$ cat src/hw/rtl/scad_pkg.sv
// ----------------------------------------------------------------------------
// scad_pkg: shared types, codes and keymap for the scancode decoder
// Holds the action codes, the held-key state, the result struct and the
// set-1 US keymap lookup.
// ----------------------------------------------------------------------------
package scad_pkg;

	// Number of screens stepped with Alt+arrow (2..16)
	localparam int SCREEN_COUNT = 4;
	localparam logic [3:0] SCREEN_LAST = 4'(SCREEN_COUNT - 1);

	// Set-1 scancodes with a special meaning
	localparam logic [7:0] SC_CTRL  = 8'h1D;
	localparam logic [7:0] SC_ALT   = 8'h38;
	localparam logic [7:0] SC_UP    = 8'h48;
	localparam logic [7:0] SC_DOWN  = 8'h50;
	localparam logic [7:0] SC_LEFT  = 8'h4B;
	localparam logic [7:0] SC_RIGHT = 8'h4D;
	localparam logic [7:0] SC_DEL   = 8'h53;
	localparam logic [7:0] SC_BREAK = 8'h80;

	// Keymap characters with a special meaning
	localparam logic [6:0] CH_NONE  = 7'h00;
	localparam logic [6:0] CH_BKSP  = 7'h08;
	localparam logic [6:0] CH_ENTER = 7'h0A;
	localparam logic [6:0] CH_CLEAR = 7'h6C; // 'l'
	localparam logic [6:0] CH_INTR  = 7'h63; // 'c'
	localparam logic [6:0] CH_PANIC = 7'h64; // 'd'

	typedef enum logic [3:0] {
		ACT_NONE   = 4'd0,
		ACT_SCREEN = 4'd1,
		ACT_CLEAR  = 4'd2,
		ACT_INTR   = 4'd3,
		ACT_PANIC  = 4'd4,
		ACT_CTRL   = 4'd5,
		ACT_UP     = 4'd6,
		ACT_DOWN   = 4'd7,
		ACT_LEFT   = 4'd8,
		ACT_RIGHT  = 4'd9,
		ACT_DELETE = 4'd10,
		ACT_BKSP   = 4'd11,
		ACT_ENTER  = 4'd12,
		ACT_PRINT  = 4'd13
	} action_t;

	// Modifier flags and screen index kept between items
	typedef struct packed {
		logic       ctrl_held;
		logic       alt_held;
		logic [3:0] screen;
	} key_state_t;

	// One decoded result item
	typedef struct packed {
		action_t    action;
		logic [6:0] char_code;
		logic [3:0] screen_index;
		logic       drop_char;
	} key_result_t;

	// US keymap, 128 entries; zero marks an unmapped key
	function automatic logic [6:0] us_keymap(input logic [6:0] idx);
		logic [6:0] ch;
		case (idx)
			7'h01: ch = 7'h1B; // escape
			7'h02: ch = 7'h31;
			7'h03: ch = 7'h32;
			7'h04: ch = 7'h33;
			7'h05: ch = 7'h34;
			7'h06: ch = 7'h35;
			7'h07: ch = 7'h36;
			7'h08: ch = 7'h37;
			7'h09: ch = 7'h38;
			7'h0A: ch = 7'h39;
			7'h0B: ch = 7'h30;
			7'h0C: ch = 7'h2D;
			7'h0D: ch = 7'h3D;
			7'h0E: ch = 7'h08; // backspace
			7'h0F: ch = 7'h09; // tab
			7'h10: ch = 7'h71;
			7'h11: ch = 7'h77;
			7'h12: ch = 7'h65;
			7'h13: ch = 7'h72;
			7'h14: ch = 7'h74;
			7'h15: ch = 7'h79;
			7'h16: ch = 7'h75;
			7'h17: ch = 7'h69;
			7'h18: ch = 7'h6F;
			7'h19: ch = 7'h70;
			7'h1A: ch = 7'h5B;
			7'h1B: ch = 7'h5D;
			7'h1C: ch = 7'h0A; // enter
			7'h1E: ch = 7'h61;
			7'h1F: ch = 7'h73;
			7'h20: ch = 7'h64;
			7'h21: ch = 7'h66;
			7'h22: ch = 7'h67;
			7'h23: ch = 7'h68;
			7'h24: ch = 7'h6A;
			7'h25: ch = 7'h6B;
			7'h26: ch = 7'h6C;
			7'h27: ch = 7'h3B;
			7'h28: ch = 7'h27;
			7'h29: ch = 7'h60;
			7'h2B: ch = 7'h5C;
			7'h2C: ch = 7'h7A;
			7'h2D: ch = 7'h78;
			7'h2E: ch = 7'h63;
			7'h2F: ch = 7'h76;
			7'h30: ch = 7'h62;
			7'h31: ch = 7'h6E;
			7'h32: ch = 7'h6D;
			7'h33: ch = 7'h2C;
			7'h34: ch = 7'h2E;
			7'h35: ch = 7'h2F;
			7'h37: ch = 7'h2A;
			7'h39: ch = 7'h20;
			7'h4A: ch = 7'h2D;
			7'h4E: ch = 7'h2B;
			default: ch = CH_NONE;
		endcase
		return ch;
	endfunction

endpackage

$ cat src/hw/rtl/scad_decode.sv
// ----------------------------------------------------------------------------
// scad_decode: combinational scancode decode
// Maps one scancode and the held-key state to a result item and the state
// that follows it.
// ----------------------------------------------------------------------------
module scad_decode
	import scad_pkg::*;
(
	input  logic [7:0]  code,
	input  key_state_t  state_cur,
	output key_state_t  state_nxt,
	output key_result_t result
);

	logic [6:0] map_ch;
	action_t    act;
	logic [6:0] ch;
	logic       drop;

	assign map_ch = us_keymap(code[6:0]);

	// Pick the action and update modifiers and screen
	always_comb begin
		state_nxt = state_cur;
		act       = ACT_NONE;
		ch        = CH_NONE;
		drop      = 1'b0;
		if (code == SC_CTRL) begin
			state_nxt.ctrl_held = 1'b1;
		end else if (code == (SC_CTRL | SC_BREAK)) begin
			state_nxt.ctrl_held = 1'b0;
		end else if (code == SC_ALT) begin
			state_nxt.alt_held = 1'b1;
		end else if (code == (SC_ALT | SC_BREAK)) begin
			state_nxt.alt_held = 1'b0;
		end else if (code[7]) begin
			// other release: nothing to do
		end else if (state_cur.alt_held) begin
			if (code == SC_LEFT && state_cur.screen != 4'd0) begin
				state_nxt.screen = state_cur.screen - 4'd1;
				act              = ACT_SCREEN;
			end else if (code == SC_RIGHT && state_cur.screen < SCREEN_LAST) begin
				state_nxt.screen = state_cur.screen + 4'd1;
				act              = ACT_SCREEN;
			end
		end else if (state_cur.ctrl_held) begin
			drop = 1'b1;
			if (map_ch == CH_CLEAR) begin
				act = ACT_CLEAR;
			end else if (map_ch == CH_INTR) begin
				act = ACT_INTR;
			end else if (map_ch == CH_PANIC) begin
				act = ACT_PANIC;
			end else begin
				act = ACT_CTRL;
			end
		end else if (code == SC_UP) begin
			act = ACT_UP;
		end else if (code == SC_DOWN) begin
			act = ACT_DOWN;
		end else if (code == SC_LEFT) begin
			act = ACT_LEFT;
		end else if (code == SC_RIGHT) begin
			act = ACT_RIGHT;
		end else if (code == SC_DEL) begin
			act = ACT_DELETE;
		end else if (map_ch == CH_BKSP) begin
			act  = ACT_BKSP;
			drop = 1'b1;
		end else if (map_ch == CH_ENTER) begin
			act = ACT_ENTER;
		end else if (map_ch != CH_NONE) begin
			act = ACT_PRINT;
			ch  = map_ch;
		end
	end

	assign result.action       = act;
	assign result.char_code    = ch;
	assign result.screen_index = state_nxt.screen;
	assign result.drop_char    = drop;

endmodule

$ cat src/hw/rtl/scancode_key_action_decoder_unit.sv
// ----------------------------------------------------------------------------
// scancode_key_action_decoder_unit: set-1 scancode to key action decoder
// Turns each received scancode into one action item with modifier tracking
// and a kept screen index.
// ----------------------------------------------------------------------------
// Usage:
//   Input channel key_valid / key_stall carries one scancode per item.
//   Output channel act_valid / act_stall carries one result per item:
//   action, char_code, screen_index, drop_char.
//   An item is taken at a clock edge with valid high and stall low.
//   The item sits in the input register while the decode between the two
//   registers loads the result register. Throughput: one item per cycle
//   while act_stall is low, set by the single decode pass between the two
//   registers.
//   When the receiver stalls, the held result stays in place; the input
//   register still fills, and key_stall rises only once both registers
//   hold an item.
//   Reset (arst_n low) empties both registers and clears the Ctrl and Alt
//   flags and the screen index to zero.
// ----------------------------------------------------------------------------
module scancode_key_action_decoder_unit
	import scad_pkg::*;
(
	input  logic       clk,
	input  logic       arst_n,
	input  logic       key_valid,
	output logic       key_stall,
	input  logic [7:0] scancode,
	output logic       act_valid,
	input  logic       act_stall,
	output logic [3:0] action,
	output logic [6:0] char_code,
	output logic [3:0] screen_index,
	output logic       drop_char
);

	logic        valid_s1;
	logic [7:0]  scancode_s1;
	logic        out_valid_q;
	key_result_t res_q;
	key_state_t  state_q;
	key_state_t  state_nxt;
	key_result_t res_nxt;
	logic        out_hold;
	logic        advance;
	logic        accept;

	// Handshake: result register holds while stalled
	assign out_hold  = out_valid_q && act_stall;
	assign advance   = valid_s1 && !out_hold;
	assign key_stall = valid_s1 && out_hold;
	assign accept    = key_valid && !key_stall;

	// Input register
	always_ff @(posedge clk or negedge arst_n) begin
		if (!arst_n) begin
			valid_s1 <= 1'b0;
		end else if (accept) begin
			valid_s1 <= 1'b1;
		end else if (advance) begin
			valid_s1 <= 1'b0;
		end
	end

	always_ff @(posedge clk) begin
		if (accept) begin
			scancode_s1 <= scancode;
		end
	end

	// Decode the held item
	scad_decode u_decode (
		.code      (scancode_s1),
		.state_cur (state_q),
		.state_nxt (state_nxt),
		.result    (res_nxt)
	);

	// Advance modifier state with each decoded item
	always_ff @(posedge clk or negedge arst_n) begin
		if (!arst_n) begin
			state_q <= '0;
			out_valid_q <= 1'b0;
		end else if (advance) begin
			state_q <= state_nxt;
			out_valid_q <= 1'b1;
		end else if (!act_stall) begin
			out_valid_q <= 1'b0;
		end
	end

	// Result register
	always_ff @(posedge clk) begin
		if (advance) begin
			res_q <= res_nxt;
		end
	end

	assign act_valid    = out_valid_q;
	assign action       = res_q.action;
	assign char_code    = res_q.char_code;
	assign screen_index = res_q.screen_index;
	assign drop_char    = res_q.drop_char;

	// A printed item carries a mapped character, any other carries zero
	assert property (@(posedge clk) disable iff (!arst_n)
		act_valid |-> ((res_q.action == ACT_PRINT) == (res_q.char_code != CH_NONE)))
		else $error("char_code does not match action");

	// Drop only with Ctrl actions or backspace
	assert property (@(posedge clk) disable iff (!arst_n)
		(act_valid && drop_char) |->
		(res_q.action == ACT_CLEAR || res_q.action == ACT_INTR ||
		 res_q.action == ACT_PANIC || res_q.action == ACT_CTRL ||
		 res_q.action == ACT_BKSP))
		else $error("drop_char with wrong action");

	// Kept screen index stays within range
	assert property (@(posedge clk) disable iff (!arst_n)
		state_q.screen <= SCREEN_LAST)
		else $error("screen index out of range");

	// State changes only when an item is decoded
	assert property (@(posedge clk) disable iff (!arst_n)
		!advance |=> $stable(state_q))
		else $error("state changed without an item");

endmodule
$ cat config.mk
export PLATFORM = sky130hd
export DESIGN_NAME = scancode_key_action_decoder_unit
export DESIGN_NICKNAME = d
export VERILOG_FILES = /design/src/hw/rtl/scad_pkg.sv /design/src/hw/rtl/scad_decode.sv /design/src/hw/rtl/scancode_key_action_decoder_unit.sv
export SDC_FILE = /design/constraint.sdc
export NUM_CORES = 1
export LEC_CHECK = 0
export ABC_AREA = 1
export BUFFER_PORTS_ARGS = -buffer_cell sky130_fd_sc_hd__buf_2
export CAP_MARGIN = 20
export CORE_UTILIZATION = 50
export CTS_CLUSTER_SIZE = 30
export DETAILED_ROUTE_END_ITERATION = 8
export GPL_ROUTABILITY_DRIVEN = 0
export PLACE_DENSITY = 0.77
export SLEW_MARGIN = 20
export SYNTH_ARGS = -nofsm -noshare
export SYNTH_HDL_FRONTEND = slang
export SYNTH_SLANG_ARGS = --single-unit
export TNS_END_PERCENT = 10
$ cat constraint.sdc
create_clock -name clk -period 4.75 [get_ports clk]
set_clock_uncertainty 0.15 [all_clocks]
set_input_delay 0.95 -clock clk [delete_from_list [all_inputs] [get_ports clk]]
set_output_delay 0.95 -clock clk [all_outputs]
set_load 0.01 [all_outputs]
# Yosys cells after proc, flatten, opt, wreduce, memory -nomap -nowiden
# Memories as Yosys holds them, arrays and structs flattened. A register that Yosys moved wholly into a read port is not among the register bits.
# Cells that the tools add are included.
# totals
word_cells,89
input_bits,12
out_inout_bits,18
romBits,896
n_memories,1
regBits,32
# mem_list
name,depth,width,rd,rd_ports_with_merged_regs,write_ports,line_no,rtl
(no name shown),128,7,1,1,0,scad_pkg.sv:65,case (idx)
# classes
add_sub_neg,2
n_eq_ne,15
order_cmp,1
bitwise_logic,3
reduce_logical,18
muxes,39
# op_table
operator,count
4-bit two-way mux,21
"8-bit by 7-bit equality test with 1-bit output, second input constant",5
"7-bit equality test, second input constant",3
1-bit two-way mux,17
"8-bit equality test, second input constant",2
15-bit OR reduction,1
"7-bit by 4-bit equality test with 1-bit output, second input constant",2
"8-bit by 5-bit equality test with 1-bit output, second input constant",1
"8-bit by 6-bit equality test with 1-bit output, second input constant",1
7-bit two-way mux,1
7-bit nonzero test,1
1-bit logical AND,6
2-bit nonzero test,3
6-bit OR reduction,1
5-bit OR reduction,1
"4-bit by 1-bit adder with 4-bit output, second input constant",1
"4-bit by 2-bit < comparator with 1-bit output, second input constant",1
4-bit AND reduction,1
4-bit nonzero test,1
"4-bit by 1-bit subtractor with 4-bit output, second input constant",1
1-bit NOT,3
1-bit zero test,2
"2-bit by 1-bit != test with 1-bit output, second input constant",1
2-bit AND reduction,1

# Logic depth before layout (Yosys ltp)
# Gate-level depths: netlist (run 1).
# logic_depth
word_depth,11
mapped_depth,16
mapped_depth_nobuf,15

# Hierarchy
# A second synthesis (run 1) with hierarchy kept.
# unflattened
cells_unflattened,367
hier_area_um2,2682.6
# modules_own_cells
mod,cells_each,area_per_inst_um2,seq_area_each_um2,n_inst
scad_decode,307,1630.3,0.0,1
scancode_key_action_decoder_unit,60,1052.3,920.9,1

# Least setup slack after synthesis (run 1)
# No wires, ideal clock.
# synth_path
path_kind,in2reg
start,input key_valid
end,register u_decode.map_ch[2] (netlist name)
setup_slack_ps,2144
path_buffers,2
required_time_ps,4488
stages,14
setup_ps,112
t_arrival_ps,2344
cell_sequence,buf_2 > nand2_4 > buf_12 > nand2_1 > nand2_2 > ha_1 > inv_1 > nand3_1 > nand3_1 > nand3_1 > nand3_1 > nand2_1 > nand2_1 > nand2_1
# synth_via
elab_chain_cells,2
# synth_lines
element,line_no,rtl
start: declaration,scancode_key_action_decoder_unit.sv:26,"input logic key_valid,"
1-bit logical AND,scancode_key_action_decoder_unit.sv:52,assign accept = key_valid && !key_stall;
7-bit two-way mux (no source line),--,
# No other way between the ends.
# A chain may end at the register's enable or synchronous reset.

# Worst setup path in the final report (run 1)
# layout_path
start,input act_stall
end,register u_decode.map_ch[2] (netlist name)
# layout_via
elab_chain_cells,5
# layout_lines
element,line_no,rtl
start: declaration,scancode_key_action_decoder_unit.sv:30,"input logic act_stall,"
1-bit logical AND,scancode_key_action_decoder_unit.sv:49,assign out_hold = out_valid_q && act_stall;
1-bit logical AND,scancode_key_action_decoder_unit.sv:51,assign key_stall = valid_s1 && out_hold;
1-bit zero test,scancode_key_action_decoder_unit.sv:52,
1-bit logical AND,scancode_key_action_decoder_unit.sv:52,
7-bit two-way mux (no source line),--,
# No other way between the ends.

==> flow_metrics.tcl, run 1 <==
set metrics [dict create \
    yosys-top-cells-count "127 x nand2_1, 42 x nand3_1, 39 x inv_1" \
    postSynthAreaPerCell_um2 7.32 \
    p_int_uw 641 \
    layout.cells.non_filler 476 \
    p_sw_share_pct 37.2 \
    async_flop_share_pct 20.5 \
    cts.path.max_buffers 2 \
    synth_seq_cells 39 \
    synth.distinct_cells 34 \
    synth_warnings 0 \
    die_height_um 76.3 \
    nNetsFinal 430 \
    num_rows 26 \
    share_comb_of_total_power_pct 33.9 \
    clkPwrFrac_pct 21.4 \
    period_needed_ns 2.63 \
    critPathKind "primary input to flip-flop" \
    postCtsResizedCells 0 \
    grt_pass1_wl_um 9200 \
    netlist_area_um2 2760 \
    worstPathRequired_ns 4.80 \
    switchingPower_uw 380 \
    die-area_um2 5820 \
    netlist_instances 377 \
    track_usage_pct 19.4 \
    io_pins 30 \
    wl_per_cell_um 11.5 \
    io_buffers 29 \
    synthDominantCellAreaShare_pct 26.1 \
    root_buffer "clkbuf_8" \
    fmax_mhz 380 \
    placed_area_um2 2920 \
    grt_pass1_vias 2140 \
    critPathLaunchType "primary input" \
    setup_viol 0 \
    finalPower_uw 1020 \
    grt_overflow 0 \
    area_growth_pct 8.93 \
    drt_first_pass_iters 5 \
    grt_max_degree 24 \
    clkTransAtPathRegs_ns 0.08 \
    htreeDepth 2 \
    cp_max_fo 13 \
    fin_util_pct 57.7 \
    fin_area_um2 3010 \
    synth_edf_count 24 \
    dp_hpwl_um 4170 \
    via_per_inst 5.23 \
    n_antenna_cell 0 \
    slew_headroom_pct 56.5 \
    p_seq_share_pct 44.7 \
    ys_seq_area_share_pct 38.5 \
    status "complete, no violations" \
    arrival_ns 2.68 \
    final.period_utilization_pct 55.4 \
    cts_hold_buf 0 \
    placedCellCount 468 \
    tightestPinTransition_ns 0.649 \
    clk_latency_ns 0.29 \
    setup_tns_ns 0 \
    cts_tree "yes" \
    synth_top_area_cell "edfxtp_1" \
    die_w_um 76.3 \
    ant_nets 0 \
    coreArea_um2 5200 \
    synthFlopType "edfxtp_1" \
    final_layout_size_suffix_gt1_share_pct 15.5 \
    synth_fp_nets 402 \
    drt_iter0_drc 196 \
    finalHoldViolations 0 \
    hp-class "primary input to asynchronous set/reset pin" \
    rsz0062_at_grt "no" \
    numCtsBuffers 5 \
    post-cts-setup-buffer-count 0 \
    maxSlewViolCount 0 \
    ir_drop_mv 0.203 \
    fillers 492 \
    power.leakage_uw 0.00150 \
    vias 2491 \
    antenna_found_initial 0 \
    synthTopCellsByArea "edfxtp_1 26%, nand2_1 17%, nand3_1 7.6%, dfrtp_1 7.3%, ha_1 5.9%" \
    numClockSinks 39 \
    start_util_pct 53.0 \
    yosysMostFrequentCell "nand2_1" \
    setup.worst_path.end_class "flip-flop" \
    wl_um 5460 \
    cellPowerDensity_nw_per_um2 340 \
    drc 0 \
    cap_violations 0 \
]
[layout make-up]
cell class	count	area (um^2)	area share, %
Timing Repair Buffer	29	145	4.83
Multi-Input combinational cell	283	1450	48.1
Tap cell	70	87.6	2.91
Inverter	47	176	5.87
Sequential cell	39	1060	35.3
Clock buffer	5	68.8	2.29
Clock inverter	3	20.0	0.666
[state kept, by name, indices dropped and copies added (netlist names), 4 cells and up]
register         cells
char_code            7
action               4
scancode_s1          8
screen_index         4
u_decode.map_ch      7
state_q              6
[worst max-delay path, cell delays in order]
cell and delay (ns):
buf_2 0.11, nand3_4 0.13, nand2_4 0.20, nand2_1 0.09
nand2_2 0.17, ha_1 0.26, inv_1 0.12, nand3_1 0.15
nand3_1 0.14, nand3_1 0.08, nand3_1 0.11, nand2_1 0.06
nand2_1 0.05, nand2_1 0.04
[stage by stage]
step	setup slack (ns)	hold slack [ns]
final	2.12	0.333
after global routing	1.93	0.337
after CTS	2.17	0.334
after detailed placement	1.86	0.335
after global placement	1.85	0.333
after floorplan	2.14	0.312
[worst paths after layout]
| check | from | endpoint | slack, ns | cells past startpoint |
|---|---|---|---|---|
| min reg2reg | scancode_s1[7] | state_q[4] | 0.35 | 1 |
| max | act_stall | u_decode.map_ch[2] | 2.12 | 14 |
| min in group clk | scancode_s1[7] | state_q[4] | 0.35 | 1 |
| max reg2reg | act_valid | u_decode.map_ch[2] | 2.46 | 13 |
| min | arst_n | state_q[1] | 0.33 | 1 |
| max in group asynchronous | arst_n | state_q[2] | 3.94 | 1 |
[power groups by stage]
stage / Clock, uW / Sequential [uW] / Combinational, uW
global route: 235 / 463 / 392
finish: 219 / 456 / 346
detailed placement: 0 / 464 / 339
floorplan: 0 / 471 / 259
CTS: 225 / 456 / 341
global placement: 0 / 462 / 335
[layer usage]
| layer | part of all wire (%) | track usage, % |
|---|---|---|
| met5 | 0 | 0 |
| met4 | 1.7 | 7.12 |
| met3 | 6.7 | 4.07 |
| met2 | 46 | 31.4 |
| met1 | 46 | 25.4 |
[cells in the final DEF, fill, tap and decap left out, types with 2 or more instances in the layout]
cell / count
a21oi_1: 13
a31oi_1: 3
buf_2: 29
clkbuf_8: 5
clkinvlp_4: 2
dfrtp_1: 8
dfxtp_1: 7
edfxtp_1: 24
ha_1: 13
inv_1: 39
inv_2: 7
nand2_1: 127
nand2_2: 8
nand2_4: 4
nand3_1: 42
nand3_2: 2
nand3b_1: 2
nand4_1: 4
nor2_1: 30
nor3_1: 7
nor4_1: 4
o21ai_0: 10
o21ai_1: 2
o21ai_2: 2
xor2_1: 3
[kinds of logic (layout without fill, tap and decap cells)]
family / after synthesis / after routing / synth area share, %
flip-flops: 39 / 39 / 38.5
buffers and inverters: 55 / 84 / 9.12
AND/OR/NAND/NOR: 233 / 233 / 38.2
AO/OA/AOI/OAI: 33 / 33 / 7.03
adder cells (fa/ha/maj): 13 / 13 / 5.90
XOR/XNOR: 4 / 4 / 1.27
No activity file was read; power rests on OpenSTA's default activity.
==> run 2: changes to the inputs <==
--- a/config.mk
+++ b/config.mk
@@ -12,7 +12,7 @@
 export CTS_CLUSTER_SIZE = 30
 export DETAILED_ROUTE_END_ITERATION = 8
 export GPL_ROUTABILITY_DRIVEN = 0
-export PLACE_DENSITY = 0.77
+export PLACE_DENSITY = 0.79
 export SLEW_MARGIN = 20
 export SYNTH_ARGS = -nofsm -noshare
 export SYNTH_HDL_FRONTEND = slang
==> constraint.sdc (replaced) <==
create_clock -name clk -period 2.24 [get_ports clk]
set_clock_uncertainty 0.15 [all_clocks]
set_input_delay 0.448 -clock clk [delete_from_list [all_inputs] [get_ports clk]]
set_output_delay 0.448 -clock clk [all_outputs]
set_load 0.01 [all_outputs]
==> run 2 against run 1 <==
  * First-iteration DRC count down 6.1%
  * Power up 110%
  * Largest power group unchanged
  * Clock-buffer cell count up 2
  * Combinational power up 120%
  * Die area unchanged
  * Worst setup slack worse by 2.0 ns
  * Sequential power up 110%
==> flow_metrics.tcl, run 2 (synthesis results as in run 1) <==
set metrics [dict create \
    grt_pass1_wl_um 10300 \
    drt_iter0_drc 184 \
    rsz0062_at_grt "yes" \
    tightestPinTransition_ns 0.341 \
    numClockSinks 39 \
    fin_area_um2 3080 \
    grt_pass1_vias 2414 \
    period_needed_ns 2.08 \
    drc 0 \
    area_growth_pct 11.5 \
    slowest_stage "dfrtp_1" \
    r2r-start "valid_s1" \
    root_buffer "clkbuf_8" \
    ant_nets 0 \
    setup.worst_path.end_class "flip-flop" \
    worstPathRequired_ns 2.27 \
    die_w_um 76.3 \
    grt_overflow 0 \
    finalHoldViolations 0 \
    cp_max_fo 10 \
    fin_util_pct 59.1 \
    min_path_cells 1 \
    critPathKind "flip-flop to flip-flop" \
    start_util_pct 53.0 \
    r2r_end "u_decode.map_ch[2]" \
    timing.critical_path.depth 13 \
    fin_hold_ws_ns 0.184 \
    clk_latency_ns 0.29 \
    layout_common_cells "127 x nand2_1, 42 x nand3_1, 39 x inv_1" \
    cts_tree "yes" \
    cap_violations 0 \
    crit_chain "nand3_4, nand2_8, nand2_1, nand2_2, ha_1, inv_1, nand3_1, nand3_1, nand3_1, nand3_1, nand2_1, nand2_1, nand2_1" \
    whs_endpoint "scancode_s1[7]" \
    hp-start "scancode[7]" \
    die-area_um2 5820 \
    vias 2582 \
    grt_max_degree 23 \
    cellPowerDensity_nw_per_um2 708 \
    dp_hpwl_um 4460 \
    htreeDepth 2 \
    setup_tns_ns 0 \
    wl_um 5790 \
    cp_top_family "simple AND/OR/NAND/NOR gates" \
    n_antenna_cell 0 \
    multi_input_area_um2 1460 \
    final.period_utilization_pct 92.9 \
    numCtsBuffers 5 \
    hp-class "primary input to flip-flop" \
    track_usage_pct 21.9 \
    wl_per_cell_um 12.0 \
    regMostFlops "scancode_s1" \
    ir_drop_mv 0.338 \
    drt_first_pass_iters 5 \
    status "complete, no violations" \
    cts.path.max_buffers 2 \
    cp.buffers_inverters 1 \
    cpPeakStageDelay_ns 0.41 \
    fillers 486 \
    regArea_um2 1060 \
    final_layout_size_suffix_gt1_share_pct 16.7 \
    placed_area_um2 2970 \
    critPathLaunchType "flip-flop" \
    post-cts-setup-buffer-count 0 \
    fmax_mhz 480 \
    die_height_um 76.3 \
    maxSlewViolCount 0 \
    clkTransAtPathRegs_ns 0.07 \
    power.leakage_uw 0.00154 \
    io_buffers 29 \
    reg2reg_depth 13 \
    nNetsFinal 438 \
    coreArea_um2 5200 \
    arrival_ns 2.11 \
    ff2ff_setup_slack_ns 0.16 \
    largest_reg_flops 8 \
    finalPower_uw 2180 \
    io_pins 30 \
    antenna_found_initial 0 \
    final_common_cell "nand2_1" \
    setup_viol 0 \
    slew_headroom_pct 77.3 \
    via_per_inst 5.33 \
    num_rows 26 \
]
-- run 2: layer usage --
metal / wire length, um / vias to the layer above / share of wire (%) / GRT usage, %
li1: - / 1296 / - / -
met1: 2610 / 1158 / 45 / 27.9
met4: 211 / 0 / 3.6 / 11.7
met5: 0 / - / 0 / 0
met3: 360 / 23 / 6.2 / 4.55
met2: 2610 / 105 / 45 / 34.8
-- run 2: worst max-delay path by stage --
stage                              start                  to  slack (ns)
after floorplan                key_valid  u_decode.map_ch[2]        0.14
after global placement         act_stall  u_decode.map_ch[1]        0.09
after detailed placement       act_stall  u_decode.map_ch[2]        0.05
after CTS                 scancode_s1[0]        char_code[1]        0.13
after global routing           act_valid  u_decode.map_ch[2]       -0.02
final                           valid_s1  u_decode.map_ch[2]        0.16
-- run 2: final cells by class --
class	instances	share of cell area, %
repair buffers	37	6.75
inverters	47	5.74
well taps	70	2.85
multi-input cells	283	47.5
clock inverters	1	0.163
flip-flops and latches	39	34.5
clock buffers	7	2.48
-- run 2: repair_timing --
item	CTS	global route
hold buffers	1	0
setup endpoints to repair	0	11
gates resized for setup	0	2
endpoints found under the hold margin	8	0
-- run 2: report_power, final --
group | internal (uW) | leakage [uW] | switching [uW]
clock | 218 | 0.0000422 | 224
sequential | 894 | 0.000391 | 74.6
combinational | 271 | 0.00111 | 497
-- run 2: stage by stage --
stage                     cells  worst slack [ns]
after floorplan             377             0.136
after global placement      475            0.0864
after detailed placement    475            0.0504
after CTS                   484             0.128
after global routing        484           -0.0182
final                       484             0.158
